[src/rtl/b64enc_pkg.sv]
// ----------------------------------------------------------------------------
// b64enc_pkg
// Shared types, constants and the alphabet lookup of the base64 encoder.
// ----------------------------------------------------------------------------
package b64enc_pkg;

    localparam logic [7:0] LINE_LENGTH_RESET = 8'd76;
    localparam logic [7:0] LINE_LENGTH_MIN   = 8'd3;
    localparam logic [7:0] CHAR_PAD          = 8'h3D;
    localparam logic [7:0] CHAR_NEWLINE      = 8'h0A;
    localparam int         QUEUE_DEPTH       = 2;
    localparam int         GROUP_CHARS       = 4;

    // Position of the next byte within its three-byte group.
    localparam logic [1:0] PHASE_FIRST  = 2'd0;
    localparam logic [1:0] PHASE_SECOND = 2'd1;
    localparam logic [1:0] PHASE_THIRD  = 2'd2;

    typedef struct packed {
        logic [7:0] in_byte;
        logic       last_byte;
    } in_word_t;

    typedef struct packed {
        logic [7:0] out_char;
        logic       last_of_run;
        logic       message_done;
    } out_word_t;

    // One accepted byte, already turned into its printable characters.
    typedef struct packed {
        logic [GROUP_CHARS-1:0][7:0] chars;
        logic [1:0]                  cnt_m1;
        logic                        last;
    } group_t;

    typedef enum logic [1:0] {
        BACK_CHAR,
        BACK_BREAK,
        BACK_FINAL
    } back_state_t;

    function automatic logic [7:0] sym_char(input logic [5:0] v);
        logic [7:0] w;
        logic [7:0] c;
        begin
            w = {2'b00, v};
            if (v < 6'd26)
            begin
                c = 8'd65 + w;
            end
            else if (v < 6'd52)
            begin
                c = 8'd71 + w;
            end
            else if (v < 6'd62)
            begin
                c = w - 8'd4;
            end
            else if (v == 6'd62)
            begin
                c = 8'd43;
            end
            else
            begin
                c = 8'd47;
            end
            return c;
        end
    endfunction

endpackage

[src/rtl/b64enc_front.sv]
// ----------------------------------------------------------------------------
// b64enc_front
// Accepts message bytes and splits them into base64 characters and padding.
// ----------------------------------------------------------------------------
module b64enc_front (
    input  logic                clk,
    input  logic                rst_n,
    input  logic                in_valid,
    output logic                in_ready,
    input  b64enc_pkg::in_word_t in_data,
    input  logic                queue_full,
    output logic                push,
    output b64enc_pkg::group_t  group
);

    logic [1:0] phase_reg;
    logic [1:0] phase_next;
    logic [3:0] carry_reg;
    logic [3:0] carry_next;
    logic [7:0] b;
    logic       last;

    assign in_ready = !queue_full;
    assign push     = in_valid && !queue_full;
    assign b        = in_data.in_byte;
    assign last     = in_data.last_byte;

    always_comb
    begin
        group.chars  = {b64enc_pkg::GROUP_CHARS{b64enc_pkg::CHAR_PAD}};
        group.cnt_m1 = 2'd0;
        group.last   = last;
        phase_next   = phase_reg;
        carry_next   = carry_reg;
        case (phase_reg)
            b64enc_pkg::PHASE_SECOND:
            begin
                group.chars[0] = b64enc_pkg::sym_char({carry_reg[1:0], b[7:4]});
                group.chars[1] = b64enc_pkg::sym_char({b[3:0], 2'b00});
                group.cnt_m1   = last ? 2'd2 : 2'd0;
                carry_next     = b[3:0];
                phase_next     = b64enc_pkg::PHASE_THIRD;
            end
            b64enc_pkg::PHASE_THIRD:
            begin
                group.chars[0] = b64enc_pkg::sym_char({carry_reg, b[7:6]});
                group.chars[1] = b64enc_pkg::sym_char(b[5:0]);
                group.cnt_m1   = 2'd1;
                carry_next     = 4'd0;
                phase_next     = b64enc_pkg::PHASE_FIRST;
            end
            default:
            begin
                // A group start; the unused phase code behaves the same way.
                group.chars[0] = b64enc_pkg::sym_char(b[7:2]);
                group.chars[1] = b64enc_pkg::sym_char({b[1:0], 4'b0000});
                group.cnt_m1   = last ? 2'd3 : 2'd0;
                carry_next     = {2'b00, b[1:0]};
                phase_next     = b64enc_pkg::PHASE_SECOND;
            end
        endcase
        if (last)
        begin
            carry_next = 4'd0;
            phase_next = b64enc_pkg::PHASE_FIRST;
        end
    end

    always_ff @(posedge clk or negedge rst_n)
    begin
        if (!rst_n)
        begin
            phase_reg <= b64enc_pkg::PHASE_FIRST;
            carry_reg <= 4'd0;
        end
        else if (push)
        begin
            phase_reg <= phase_next;
            carry_reg <= carry_next;
        end
    end

endmodule

[src/rtl/b64enc_queue.sv]
// ----------------------------------------------------------------------------
// b64enc_queue
// Short first-in first-out queue of character groups between the two halves.
// ----------------------------------------------------------------------------
module b64enc_queue #(
    parameter int DEPTH = b64enc_pkg::QUEUE_DEPTH
) (
    input  logic               clk,
    input  logic               rst_n,
    input  logic               push,
    input  b64enc_pkg::group_t wr_group,
    input  logic               pop,
    output logic               full,
    output logic               not_empty,
    output b64enc_pkg::group_t rd_group
);

    localparam int PTR_W = (DEPTH > 1) ? $clog2(DEPTH) : 1;
    localparam int CNT_W = $clog2(DEPTH + 1);
    localparam logic [PTR_W-1:0] LAST_PTR = PTR_W'(DEPTH - 1);
    localparam logic [CNT_W-1:0] FULL_CNT = CNT_W'(DEPTH);

    b64enc_pkg::group_t entries [DEPTH];

    logic [PTR_W-1:0] wr_ptr_reg;
    logic [PTR_W-1:0] rd_ptr_reg;
    logic [CNT_W-1:0] count_reg;
    logic [CNT_W-1:0] count_next;

    assign full      = (count_reg == FULL_CNT);
    assign not_empty = (count_reg != '0);
    assign rd_group  = entries[rd_ptr_reg];

    always_comb
    begin
        count_next = count_reg;
        if (push && !pop)
        begin
            count_next = count_reg + CNT_W'(1);
        end
        else if (pop && !push)
        begin
            count_next = count_reg - CNT_W'(1);
        end
    end

    always_ff @(posedge clk)
    begin
        if (push)
        begin
            entries[wr_ptr_reg] <= wr_group;
        end
    end

    always_ff @(posedge clk or negedge rst_n)
    begin
        if (!rst_n)
        begin
            wr_ptr_reg <= '0;
            rd_ptr_reg <= '0;
            count_reg  <= '0;
        end
        else
        begin
            count_reg <= count_next;
            if (push)
            begin
                wr_ptr_reg <= (wr_ptr_reg == LAST_PTR) ? '0 : wr_ptr_reg + PTR_W'(1);
            end
            if (pop)
            begin
                rd_ptr_reg <= (rd_ptr_reg == LAST_PTR) ? '0 : rd_ptr_reg + PTR_W'(1);
            end
        end
    end

endmodule

[src/rtl/b64enc_back.sv]
// ----------------------------------------------------------------------------
// b64enc_back
// One char per cycle if not stalled; tracks line column and adds newlines.
// ----------------------------------------------------------------------------
module b64enc_back (
    input  logic                  clk,
    input  logic                  rst_n,
    input  logic [7:0]            line_length,
    input  logic                  head_valid,
    input  b64enc_pkg::group_t    head,
    output logic                  pop,
    output logic                  out_valid,
    input  logic                  out_ready,
    output b64enc_pkg::out_word_t out_data
);

    b64enc_pkg::back_state_t state_reg;
    b64enc_pkg::back_state_t state_next;

    logic [1:0]            idx_reg;
    logic [1:0]            idx_next;
    logic [7:0]            col_reg;
    logic [7:0]            col_next;
    logic                  out_valid_reg;
    b64enc_pkg::out_word_t out_word_reg;
    b64enc_pkg::out_word_t emit_word;

    logic [7:0] eff_len;
    logic [7:0] col_inc;
    logic       breaks_on;
    logic       brk;
    logic       end_chars;
    logic       fin;
    logic       go;

    // Line lengths of one and two behave as three.
    always_comb
    begin
        eff_len = line_length;
        if (line_length != 8'd0 && line_length < b64enc_pkg::LINE_LENGTH_MIN)
        begin
            eff_len = b64enc_pkg::LINE_LENGTH_MIN;
        end
    end

    assign breaks_on = (eff_len != 8'd0);
    assign col_inc   = col_reg + 8'd1;
    assign brk       = breaks_on && (col_inc >= eff_len);
    assign end_chars = (idx_reg == head.cnt_m1);
    assign fin       = head.last && breaks_on && !brk;
    assign go        = head_valid && (!out_valid_reg || out_ready);

    // Next state, character index and column.
    always_comb
    begin
        state_next = state_reg;
        idx_next   = idx_reg;
        col_next   = col_reg;
        if (go)
        begin
            case (state_reg)
                b64enc_pkg::BACK_CHAR:
                begin
                    col_next = (!breaks_on || brk) ? 8'd0 : col_inc;
                    if (brk)
                    begin
                        state_next = b64enc_pkg::BACK_BREAK;
                    end
                    else if (end_chars && fin)
                    begin
                        state_next = b64enc_pkg::BACK_FINAL;
                    end
                    else if (end_chars)
                    begin
                        idx_next = 2'd0;
                    end
                    else
                    begin
                        idx_next = idx_reg + 2'd1;
                    end
                end
                b64enc_pkg::BACK_BREAK:
                begin
                    state_next = b64enc_pkg::BACK_CHAR;
                    col_next   = 8'd0;
                    idx_next   = end_chars ? 2'd0 : idx_reg + 2'd1;
                end
                b64enc_pkg::BACK_FINAL:
                begin
                    state_next = b64enc_pkg::BACK_CHAR;
                    col_next   = 8'd0;
                    idx_next   = 2'd0;
                end
                default:
                begin
                    state_next = b64enc_pkg::BACK_CHAR;
                    idx_next   = 2'd0;
                end
            endcase
        end
    end

    // Emitted word and queue pop.
    always_comb
    begin
        emit_word = '0;
        pop       = 1'b0;
        case (state_reg)
            b64enc_pkg::BACK_CHAR:
            begin
                emit_word.out_char     = head.chars[idx_reg];
                emit_word.last_of_run  = end_chars && !brk && !fin;
                emit_word.message_done = end_chars && !brk && !fin && head.last;
                pop                    = go && end_chars && !brk && !fin;
            end
            b64enc_pkg::BACK_BREAK:
            begin
                emit_word.out_char     = b64enc_pkg::CHAR_NEWLINE;
                emit_word.last_of_run  = end_chars;
                emit_word.message_done = end_chars && head.last;
                pop                    = go && end_chars;
            end
            b64enc_pkg::BACK_FINAL:
            begin
                emit_word.out_char     = b64enc_pkg::CHAR_NEWLINE;
                emit_word.last_of_run  = 1'b1;
                emit_word.message_done = 1'b1;
                pop                    = go;
            end
            default:
            begin
                emit_word = '0;
                pop       = 1'b0;
            end
        endcase
    end

    always_ff @(posedge clk or negedge rst_n)
    begin
        if (!rst_n)
        begin
            state_reg     <= b64enc_pkg::BACK_CHAR;
            idx_reg       <= 2'd0;
            col_reg       <= 8'd0;
            out_valid_reg <= 1'b0;
        end
        else
        begin
            state_reg <= state_next;
            idx_reg   <= idx_next;
            col_reg   <= col_next;
            if (go)
            begin
                out_valid_reg <= 1'b1;
            end
            else if (out_ready)
            begin
                out_valid_reg <= 1'b0;
            end
        end
    end

    always_ff @(posedge clk)
    begin
        if (go)
        begin
            out_word_reg <= emit_word;
        end
    end

    assign out_valid = out_valid_reg;
    assign out_data  = out_word_reg;

endmodule

[src/rtl/base64_stream_encoder.sv]
// ----------------------------------------------------------------------------
// base64_stream_encoder
// Streaming base64 encoder with '=' padding and optional line wrapping.
// ----------------------------------------------------------------------------
// Usage:
// Message bytes enter on the in channel (valid/ready), one byte per word, with
// last_byte set on the final byte of a message. Encoded text leaves on the out
// channel (valid/ready), one ASCII character per word. last_of_run marks the
// final character caused by an input byte; message_done marks the final
// character of the whole message, which is the closing newline when one is
// produced.
// A byte is written into a queue entry; its characters then leave through the
// output register. The output side delivers one character per cycle while the
// receiver takes them; a byte yields one to six characters, about four per
// three bytes plus newlines; the back end's single output port sets that rate.
// A two-entry queue sits between the front end and the back end, so input is
// still taken while the receiver stalls until the queue fills; the output
// register holds its word stable until it is taken.
// Reset clears the group phase, carry bits, line column and queue, and sets
// line_length to 76, written via cfg_wr_en and cfg_wr_data; the user writes it
// only while idle; the block does not enforce that. Zero turns line breaks off.
// ----------------------------------------------------------------------------
module base64_stream_encoder #(
    parameter int QUEUE_DEPTH = b64enc_pkg::QUEUE_DEPTH
) (
    input  logic                  clk,
    input  logic                  rst_n,
    input  logic                  in_valid,
    output logic                  in_ready,
    input  b64enc_pkg::in_word_t  in_data,
    output logic                  out_valid,
    input  logic                  out_ready,
    output b64enc_pkg::out_word_t out_data,
    input  logic                  cfg_wr_en,
    input  logic [7:0]            cfg_wr_data
);

    logic               queue_full;
    logic               queue_not_empty;
    logic               push;
    logic               pop;
    b64enc_pkg::group_t wr_group;
    b64enc_pkg::group_t head;
    logic [7:0]         line_length_reg;

    // The line length register takes effect on the next character emitted.
    always_ff @(posedge clk or negedge rst_n)
    begin
        if (!rst_n)
        begin
            line_length_reg <= b64enc_pkg::LINE_LENGTH_RESET;
        end
        else if (cfg_wr_en)
        begin
            line_length_reg <= cfg_wr_data;
        end
    end

    // The front end turns each byte into its characters and padding.
    b64enc_front u_front (
        .clk        (clk),
        .rst_n      (rst_n),
        .in_valid   (in_valid),
        .in_ready   (in_ready),
        .in_data    (in_data),
        .queue_full (queue_full),
        .push       (push),
        .group      (wr_group)
    );

    b64enc_queue #(
        .DEPTH (QUEUE_DEPTH)
    ) u_queue (
        .clk       (clk),
        .rst_n     (rst_n),
        .push      (push),
        .wr_group  (wr_group),
        .pop       (pop),
        .full      (queue_full),
        .not_empty (queue_not_empty),
        .rd_group  (head)
    );

    // The back end places the characters on lines.
    b64enc_back u_back (
        .clk         (clk),
        .rst_n       (rst_n),
        .line_length (line_length_reg),
        .head_valid  (queue_not_empty),
        .head        (head),
        .pop         (pop),
        .out_valid   (out_valid),
        .out_ready   (out_ready),
        .out_data    (out_data)
    );

endmodule

[config.mk]
export PLATFORM = sky130hd
export DESIGN_NAME = base64_stream_encoder
export DESIGN_NICKNAME = d
export VERILOG_FILES = /design/src/rtl/b64enc_pkg.sv /design/src/rtl/b64enc_front.sv /design/src/rtl/b64enc_queue.sv /design/src/rtl/b64enc_back.sv /design/src/rtl/base64_stream_encoder.sv
export SDC_FILE = /design/constraint.sdc
export NUM_CORES = 1
export LEC_CHECK = 0
export BUFFER_PORTS_ARGS = -buffer_cell sky130_fd_sc_hd__buf_2
export CAP_MARGIN = 10
export CELL_PAD_IN_SITES_DETAIL_PLACEMENT = 1
export CELL_PAD_IN_SITES_GLOBAL_PLACEMENT = 1
export CORE_ASPECT_RATIO = 1.5
export CORE_MARGIN = 2
export CORE_UTILIZATION = 45
export DETAILED_ROUTE_END_ITERATION = 16
export PLACE_DENSITY = 0.83
export SETUP_SLACK_MARGIN = 0.1
export SYNTH_ARGS = -nofsm -noshare
export SYNTH_HDL_FRONTEND = slang
export SYNTH_HIERARCHICAL = 1
export SYNTH_SLANG_ARGS = --single-unit
[constraint.sdc]
create_clock -name clk -period 4.5 [get_ports clk]
set_clock_uncertainty 0.05 [all_clocks]
set_input_delay 0.675 -clock clk [delete_from_list [all_inputs] [get_ports clk]]
set_output_delay 0.675 -clock clk [all_outputs]
set_load 0.01 [all_outputs]
==> results.py, run 1 <==
metrics = {
    "flow_run": {
        "max_cap_viol_count": 0,
    },
    "yosys": {
        "synth_mux_area_frac": 0.123,
        "async_reset_ff_frac": 0.279,
        "synth_edf_count": 80,
        "ys.flop_type": "edfxtp_1",
        "yosysWarnings": 6,
        "synth-simple-area-share": 0.131,
        "synthAdderAreaFrac": 0.0602,
        "syn-cell-area_um2": 7270,
        "synth_seq_cells": 111,
        "synth_top_family_by_area": "compound AO/OA/AOI/OAI gates",
        "synth_compound_gate_area_share": 0.145,
        "synthCells": 651,
        "synth_xor_area_frac": 0.0325,
        "avgSynthCellArea_um2": 11.2,
        "ys_types": 79,
        "ys_seq_area_frac": 0.438,
    },
    "critical_path": {
        "critPathSlowestCell": "dfrtp_1",
        "max_stage_delay_ns": 0.45,
        "crit_required_ns": 4.73,
        "arrival_ns": 3.79,
        "crit_chain": "ha_1, xor2_1, ha_1, or3_1, a21oi_1, a211oi_1, or2_1, o311a_1, nor2_1, inv_1, ha_1, xor2_1, nor2_1, xor2_1",
        "start_kind": "flop",
        "path_max_fanout": 6,
        "endpoint_kind": "flop",
        "crit_type": "flop to flop",
    },
    "global_route": {
        "grt_use_total": 0.212,
        "grt_pass1_vias": 5520,
        "grt_pass1_wl_um": 29200,
        "grt_max_degree": 36,
        "grt_overflow_total": 0,
        "antenna_found_initial": 0,
    },
    "final_layout": {
        "regMostFlops": "u_queue/entries",
        "antenna_cells": 0,
        "n_fill_cell": 1713,
        "area_growth_syn_to_layout_pct": 5.99,
        "largest_reg_flops": 70,
        "drive_gt1_frac": 0.205,
        "final_net_count": 714,
    },
    "placement": {
        "gp_congestion": 0.936,
        "hpwl_um": 12800,
        "io_buffers": 33,
    },
    "power": {
        "p_leak_nw": 3.04,
        "ir_drop_uv": 232,
        "p_total_w": 0.00457,
        "p_per_area_nw_per_um2": 594,
    },
    "cts": {
        "clockBufferDepth": 2,
        "root_buffer": "clkbuf_16",
        "ctsHoldBuffers": 0,
        "cts_resized": 0,
        "clk_latency_ns": 0.35,
        "clk_pin_slew_worst_paths_ns": 0.08,
        "cts.sinks": 111,
        "cts_setup_buffers": 0,
        "cts_buffers": 9,
        "cts_max_level": 3,
        "tritoncts": "done",
    },
    "floorplanning": {
        "ios": 34,
        "die_w_um": 108,
        "die_h_um": 160,
        "die_area_um2": 17200,
        "rows": 56,
        "initial_core_util": 0.463,
        "core_area_um2": 15700,
    },
    "timing": {
        "min_period_over_period": 0.792,
        "max_freq_mhz": 281,
        "final-hold-violation-count": 0,
        "rsz0062_at_grt": "false",
        "max_slew_margin": 0.351,
        "setup_tns_ns": 0,
        "period_minus_slack_ns": 3.56,
        "setup_violations": 0,
        "tightest_slew_ns": 0.973,
        "drv_slew": 0,
    },
    "status": {
        "status": "finished clean",
    },
    "route": {
        "wire_per_inst_um": 20.7,
        "drtIter0Drc": 315,
        "drc": 0,
        "vias": 5162,
        "vias_per_cell": 5.97,
        "wl_um": 17900,
        "drt_first_pass_iters": 4,
        "ant_nets": 0,
    },
    "min_path": {
        "hold_path.class": "input pin to asynchronous set/reset pin",
    },
}
==> cells by family after synthesis <==
family | Yosys count
multiplexers | 59
AND/OR/NAND/NOR | 181
flip-flops | 111
AO/OA/AOI/OAI | 150
buffers and inverters | 86
adder cells (fa/ha/maj) | 35
other | 2
XOR/XNOR | 27
==> per-stage QoR <==
stage / setup WS, ns / utilization / hold WS (ns) / cell area, µm² / cells
2_1_floorplan: 1.43 / - / 0.329 / 7320 / 665
3_3_place_gp: 1.26 / 0.471 / 0.430 / 7380 / 849
3_5_place_dp: 1.02 / 0.471 / 0.432 / 7380 / 849
4_1_cts: 0.946 / 0.491 / 0.347 / 7700 / 865
5_1_grt: 0.734 / 0.491 / 0.381 / 7700 / 865
6_report: 0.938 / 0.491 / 0.315 / 7700 / 865
==> layout make-up <==
type / count / area [µm²] / area share
Sequential cell: 111 / 3180 / 0.413
Clock inverter: 7 / 95.1 / 0.0123
Multi-Input combinational cell: 468 / 3640 / 0.472
Tap cell: 203 / 254 / 0.0330
Clock buffer: 9 / 225 / 0.0292
Inverter: 30 / 113 / 0.0146
Timing Repair Buffer: 37 / 195 / 0.0253
==> metal layers <==
| layer | share of wire | vias to the layer above | track usage |
|---|---|---|---|
| li1 | - | 2388 | - |
| met1 | 0.40 | 2624 | 0.245 |
| met3 | 0.026 | 43 | 0.0253 |
| met4 | 0.030 | 0 | 0.0845 |
| met5 | 0 | - | 0 |
| met2 | 0.55 | 107 | 0.391 |
==> cells in the mapped netlist (9+ instances only) <==
cell type | instances | area (µm²)
a21o_1 | 10 | 75.1
buf_4 | 19 | 143
dfrtp_1 | 28 | 701
edfxtp_1 | 80 | 2400
nor2b_1 | 18 | 113
ha_1 | 35 | 438
xor2_1 | 10 | 87.6
nand2b_1 | 10 | 62.6
inv_1 | 28 | 105
clkbuf_1 | 11 | 41.3
a21oi_1 | 31 | 155
a211oi_1 | 9 | 67.6
o21ai_0 | 29 | 145
mux2_4 | 39 | 586
nand2_1 | 54 | 203
nand3_1 | 20 | 100
buf_2 | 18 | 90.1
nor2_1 | 29 | 109
mux2_2 | 9 | 101
xnor2_1 | 17 | 149
==> path summary, 6_finish.rpt <==
kind / from / end / slack (ns) / cells after the start
setup / recovery: u_back/col_reg[0] / u_queue/count_reg[1] / 0.94 / 14
hold / removal: rst_n / u_back/col_reg[1] / 0.32 / 1
setup reg to reg: u_back/col_reg[0] / u_queue/count_reg[1] / 0.94 / 14
hold reg to reg: u_queue/count_reg[1] / u_queue/count_reg[1] / 0.45 / 1
max in group asynchronous: rst_n / u_queue/rd_ptr_reg / 3.56 / 1
min in group clk: u_queue/count_reg[1] / u_queue/count_reg[1] / 0.45 / 1
==> layout by cell type (no fill, tap or decap), types with 5 or more instances in the layout <==
master      n
clkbuf_16   9
mux2_4     39
conb_1     16
and2_1      5
xnor2_1    17
mux2_2      9
nor4_1      8
buf_2      33
nand2_1    54
o22ai_1     5
a31oi_1     8
nand2b_1   10
a21oi_1    31
mux4_2      8
nand3_1    20
edfxtp_1   80
a21o_1     10
dfrtp_1    27
nor2b_1    17
ha_1       35
or3_1       6
nor2_1     29
xor2_1     10
o21ai_0    29
inv_1      28
nor3_1      6
a211oi_1    9
==> report_power, final <==
part	switching (W)	internal (W)	total [W]	leakage, nW
combinational	0.00113	0.000850	0.00198	1.75
sequential	0.000207	0.00154	0.00174	1.14
clock	0.000397	0.000450	0.000847	0.157
==> critical path: cells and delay by family, from the launching register on <==
family | cells | cell delay (ns)
buffers and inverters | 1 | 0.10
AND/OR/NAND/NOR | 4 | 1.01
flip-flops | 1 | 0.45
adder cells (fa/ha/maj) | 3 | 0.77
AO/OA/AOI/OAI | 3 | 0.59
XOR/XNOR | 3 | 0.52
Power figures use the tool's default switching activity.
==> run 2, diff against run 1 <==
==> constraint.sdc (replaced) <==
create_clock -name clk -period 3.3 [get_ports clk]
set_clock_uncertainty 0.05 [all_clocks]
set_input_delay 0.495 -clock clk [delete_from_list [all_inputs] [get_ports clk]]
set_output_delay 0.495 -clock clk [all_outputs]
set_load 0.01 [all_outputs]
==> run 2 against run 1 <==
Against the previous run: the flow now finishes with violations (setup timing); utilization is 2.4 points higher; worst hold slack worse by 0.18 ns; non-clock buffer count is 36 higher; routed wire length is 6.8% higher; via count is 3.1% higher; cell area is 4.9% higher; worst setup slack worse by 1.0 ns; sequential cell count stayed put; final cell count is 4.2% higher; total power is 42% higher.
==> results.py, run 2 (synthesis results as in run 1) <==
metrics = {
    "timing": {
        "drv_slew": 0,
        "tightest_slew_ns": 0.818,
        "rsz0062_at_grt": "true",
        "max_slew_margin": 0.455,
        "hold_ws_ns": 0.131,
        "max_freq_mhz": 296,
        "fin_ws_ns": -0.0815,
        "setup_violations": 1,
        "min_period_over_period": 1.02,
        "period_minus_slack_ns": 3.38,
        "final-hold-violation-count": 0,
    },
    "placement": {
        "gp_congestion": 0.924,
        "place_area_um2": 7510,
        "place_inst": 866,
        "hpwl_um": 13300,
        "io_buffers": 33,
    },
    "cts": {
        "tritoncts": "done",
        "clk_pin_slew_worst_paths_ns": 0.08,
        "clockBufferDepth": 2,
        "cts_buffers": 9,
        "cts.sinks": 111,
        "ctsHoldBuffers": 0,
        "clk_latency_ns": 0.36,
        "root_buffer": "clkbuf_16",
        "cts_max_level": 3,
    },
    "global_route": {
        "met1_usage": 0.245,
        "grt_use_met3": 0.0261,
        "grt_pass1_wl_um": 29800,
        "antenna_found_initial": 0,
        "grt_max_degree": 36,
        "grt_pass1_vias": 5701,
        "met2_usage": 0.416,
        "grt.busiest_layer": "met2",
        "grt_overflow_total": 0,
        "grt_use_total": 0.220,
    },
    "critical_path": {
        "start_kind": "flop",
        "path_max_fanout": 4,
        "r2r_end": "u_queue/count_reg[1]",
        "r2r_start": "u_back/col_reg[1]",
        "arrival_ns": 3.60,
        "crit_type": "flop to flop",
        "crit_required_ns": 3.51,
        "reg2reg_slack_ns": -0.08,
        "rr_worst_depth": 15,
        "endpoint_kind": "flop",
    },
    "status": {
        "violations": "setup timing",
        "status": "finished, violations left",
    },
    "final_layout": {
        "area_growth_syn_to_layout_pct": 11.2,
        "drive_gt1_frac": 0.269,
        "layout_commonest_cell": "edfxtp_1",
        "fin_area_um2": 8090,
        "antenna_cells": 0,
        "final_net_count": 750,
        "final_cell_mix": "80 x edfxtp_1, 54 x nand2_1, 40 x buf_4, 39 x mux2_4, 33 x buf_2",
        "final_cells": 901,
        "largest_reg_flops": 70,
        "regMostFlops": "u_queue/entries",
    },
    "power": {
        "p_total_w": 0.00649,
        "ir_drop_uv": 332,
        "p_leak_nw": 3.23,
        "p_per_area_nw_per_um2": 802,
    },
    "floorplanning": {
        "rows": 56,
        "die_area_um2": 17200,
        "initial_core_util": 0.463,
        "core_area_um2": 15700,
        "ios": 34,
        "die_w_um": 108,
        "die_h_um": 160,
    },
    "route": {
        "ant_nets": 0,
        "drc": 0,
        "wire_per_inst_um": 21.2,
        "vias_per_cell": 5.91,
        "vias": 5324,
        "drt_first_pass_iters": 4,
        "wl_um": 19100,
        "drtIter0Drc": 247,
    },
    "min_path": {
        "hold_path.class": "input pin to asynchronous set/reset pin",
    },
    "flow_run": {
        "max_cap_viol_count": 0,
    },
}
run 2: worst max-delay path by stage:
stage,from,end,cells past startpoint
floorplan,u_back/col_reg[0],u_queue/count_reg[1],13
global placement,line_length_reg[2],u_queue/count_reg[1],14
detailed placement,u_back/col_reg[1],u_queue/count_reg[1],14
CTS,line_length_reg[5],u_queue/count_reg[1],14
global route,u_back/col_reg[1],u_queue/count_reg[1],15
finish,u_back/col_reg[1],u_queue/count_reg[1],15
run 2: timing repair:
action	4_1_cts	5_1_grt
setup endpoints to repair	2	2
buffers inserted	14	5
gates resized for setup	9	15
pin swaps	11	10
run 2: per-stage QoR:
step	TNS, ns	util	worst slack (ns)
floorplan	0	-	0.226
global placement	0	0.479	0.138
detailed placement	-0.0147	0.479	-0.0147
CTS	0	0.507	0.0951
global route	-0.203	0.515	-0.203
finish	-0.0815	0.515	-0.0815
run 2: layout make-up:
cell class / instances / area, µm²
clock buffers: 9 / 225
flip-flops and latches: 111 / 3180
inverters: 30 / 113
fillers: 1749 / 7610
clock inverters: 7 / 76.3
well taps: 203 / 254
multi-input cells: 468 / 3770
repair buffers: 73 / 465
run 2: per-layer routing:
metal,vias to the layer above,routed length [µm]
met2,137,10700
met3,36,578
met4,0,469
met1,2695,7320
met5,-,0
li1,2456,-
run 2: critical path, cell delays in order, from the launching register on:
cell and delay, ns:
dfrtp_1 0.43, ha_4 0.20, nand3_1 0.14, xnor2_1 0.30, ha_1 0.30, o21a_1 0.14, a21oi_4 0.14, a211oi_2 0.07
or2_1 0.26, o311a_1 0.34, nor2_2 0.15, inv_2 0.06, ha_4 0.17, xor2_2 0.15, nor2_1 0.18, xor2_1 0.21
run 2: power by group:
group | switching (W) | total [W] | internal (W)
Clock | 0.000560 | 0.00110 | 0.000544
Combinational | 0.00172 | 0.00305 | 0.00132
Sequential | 0.000236 | 0.00233 | 0.00210
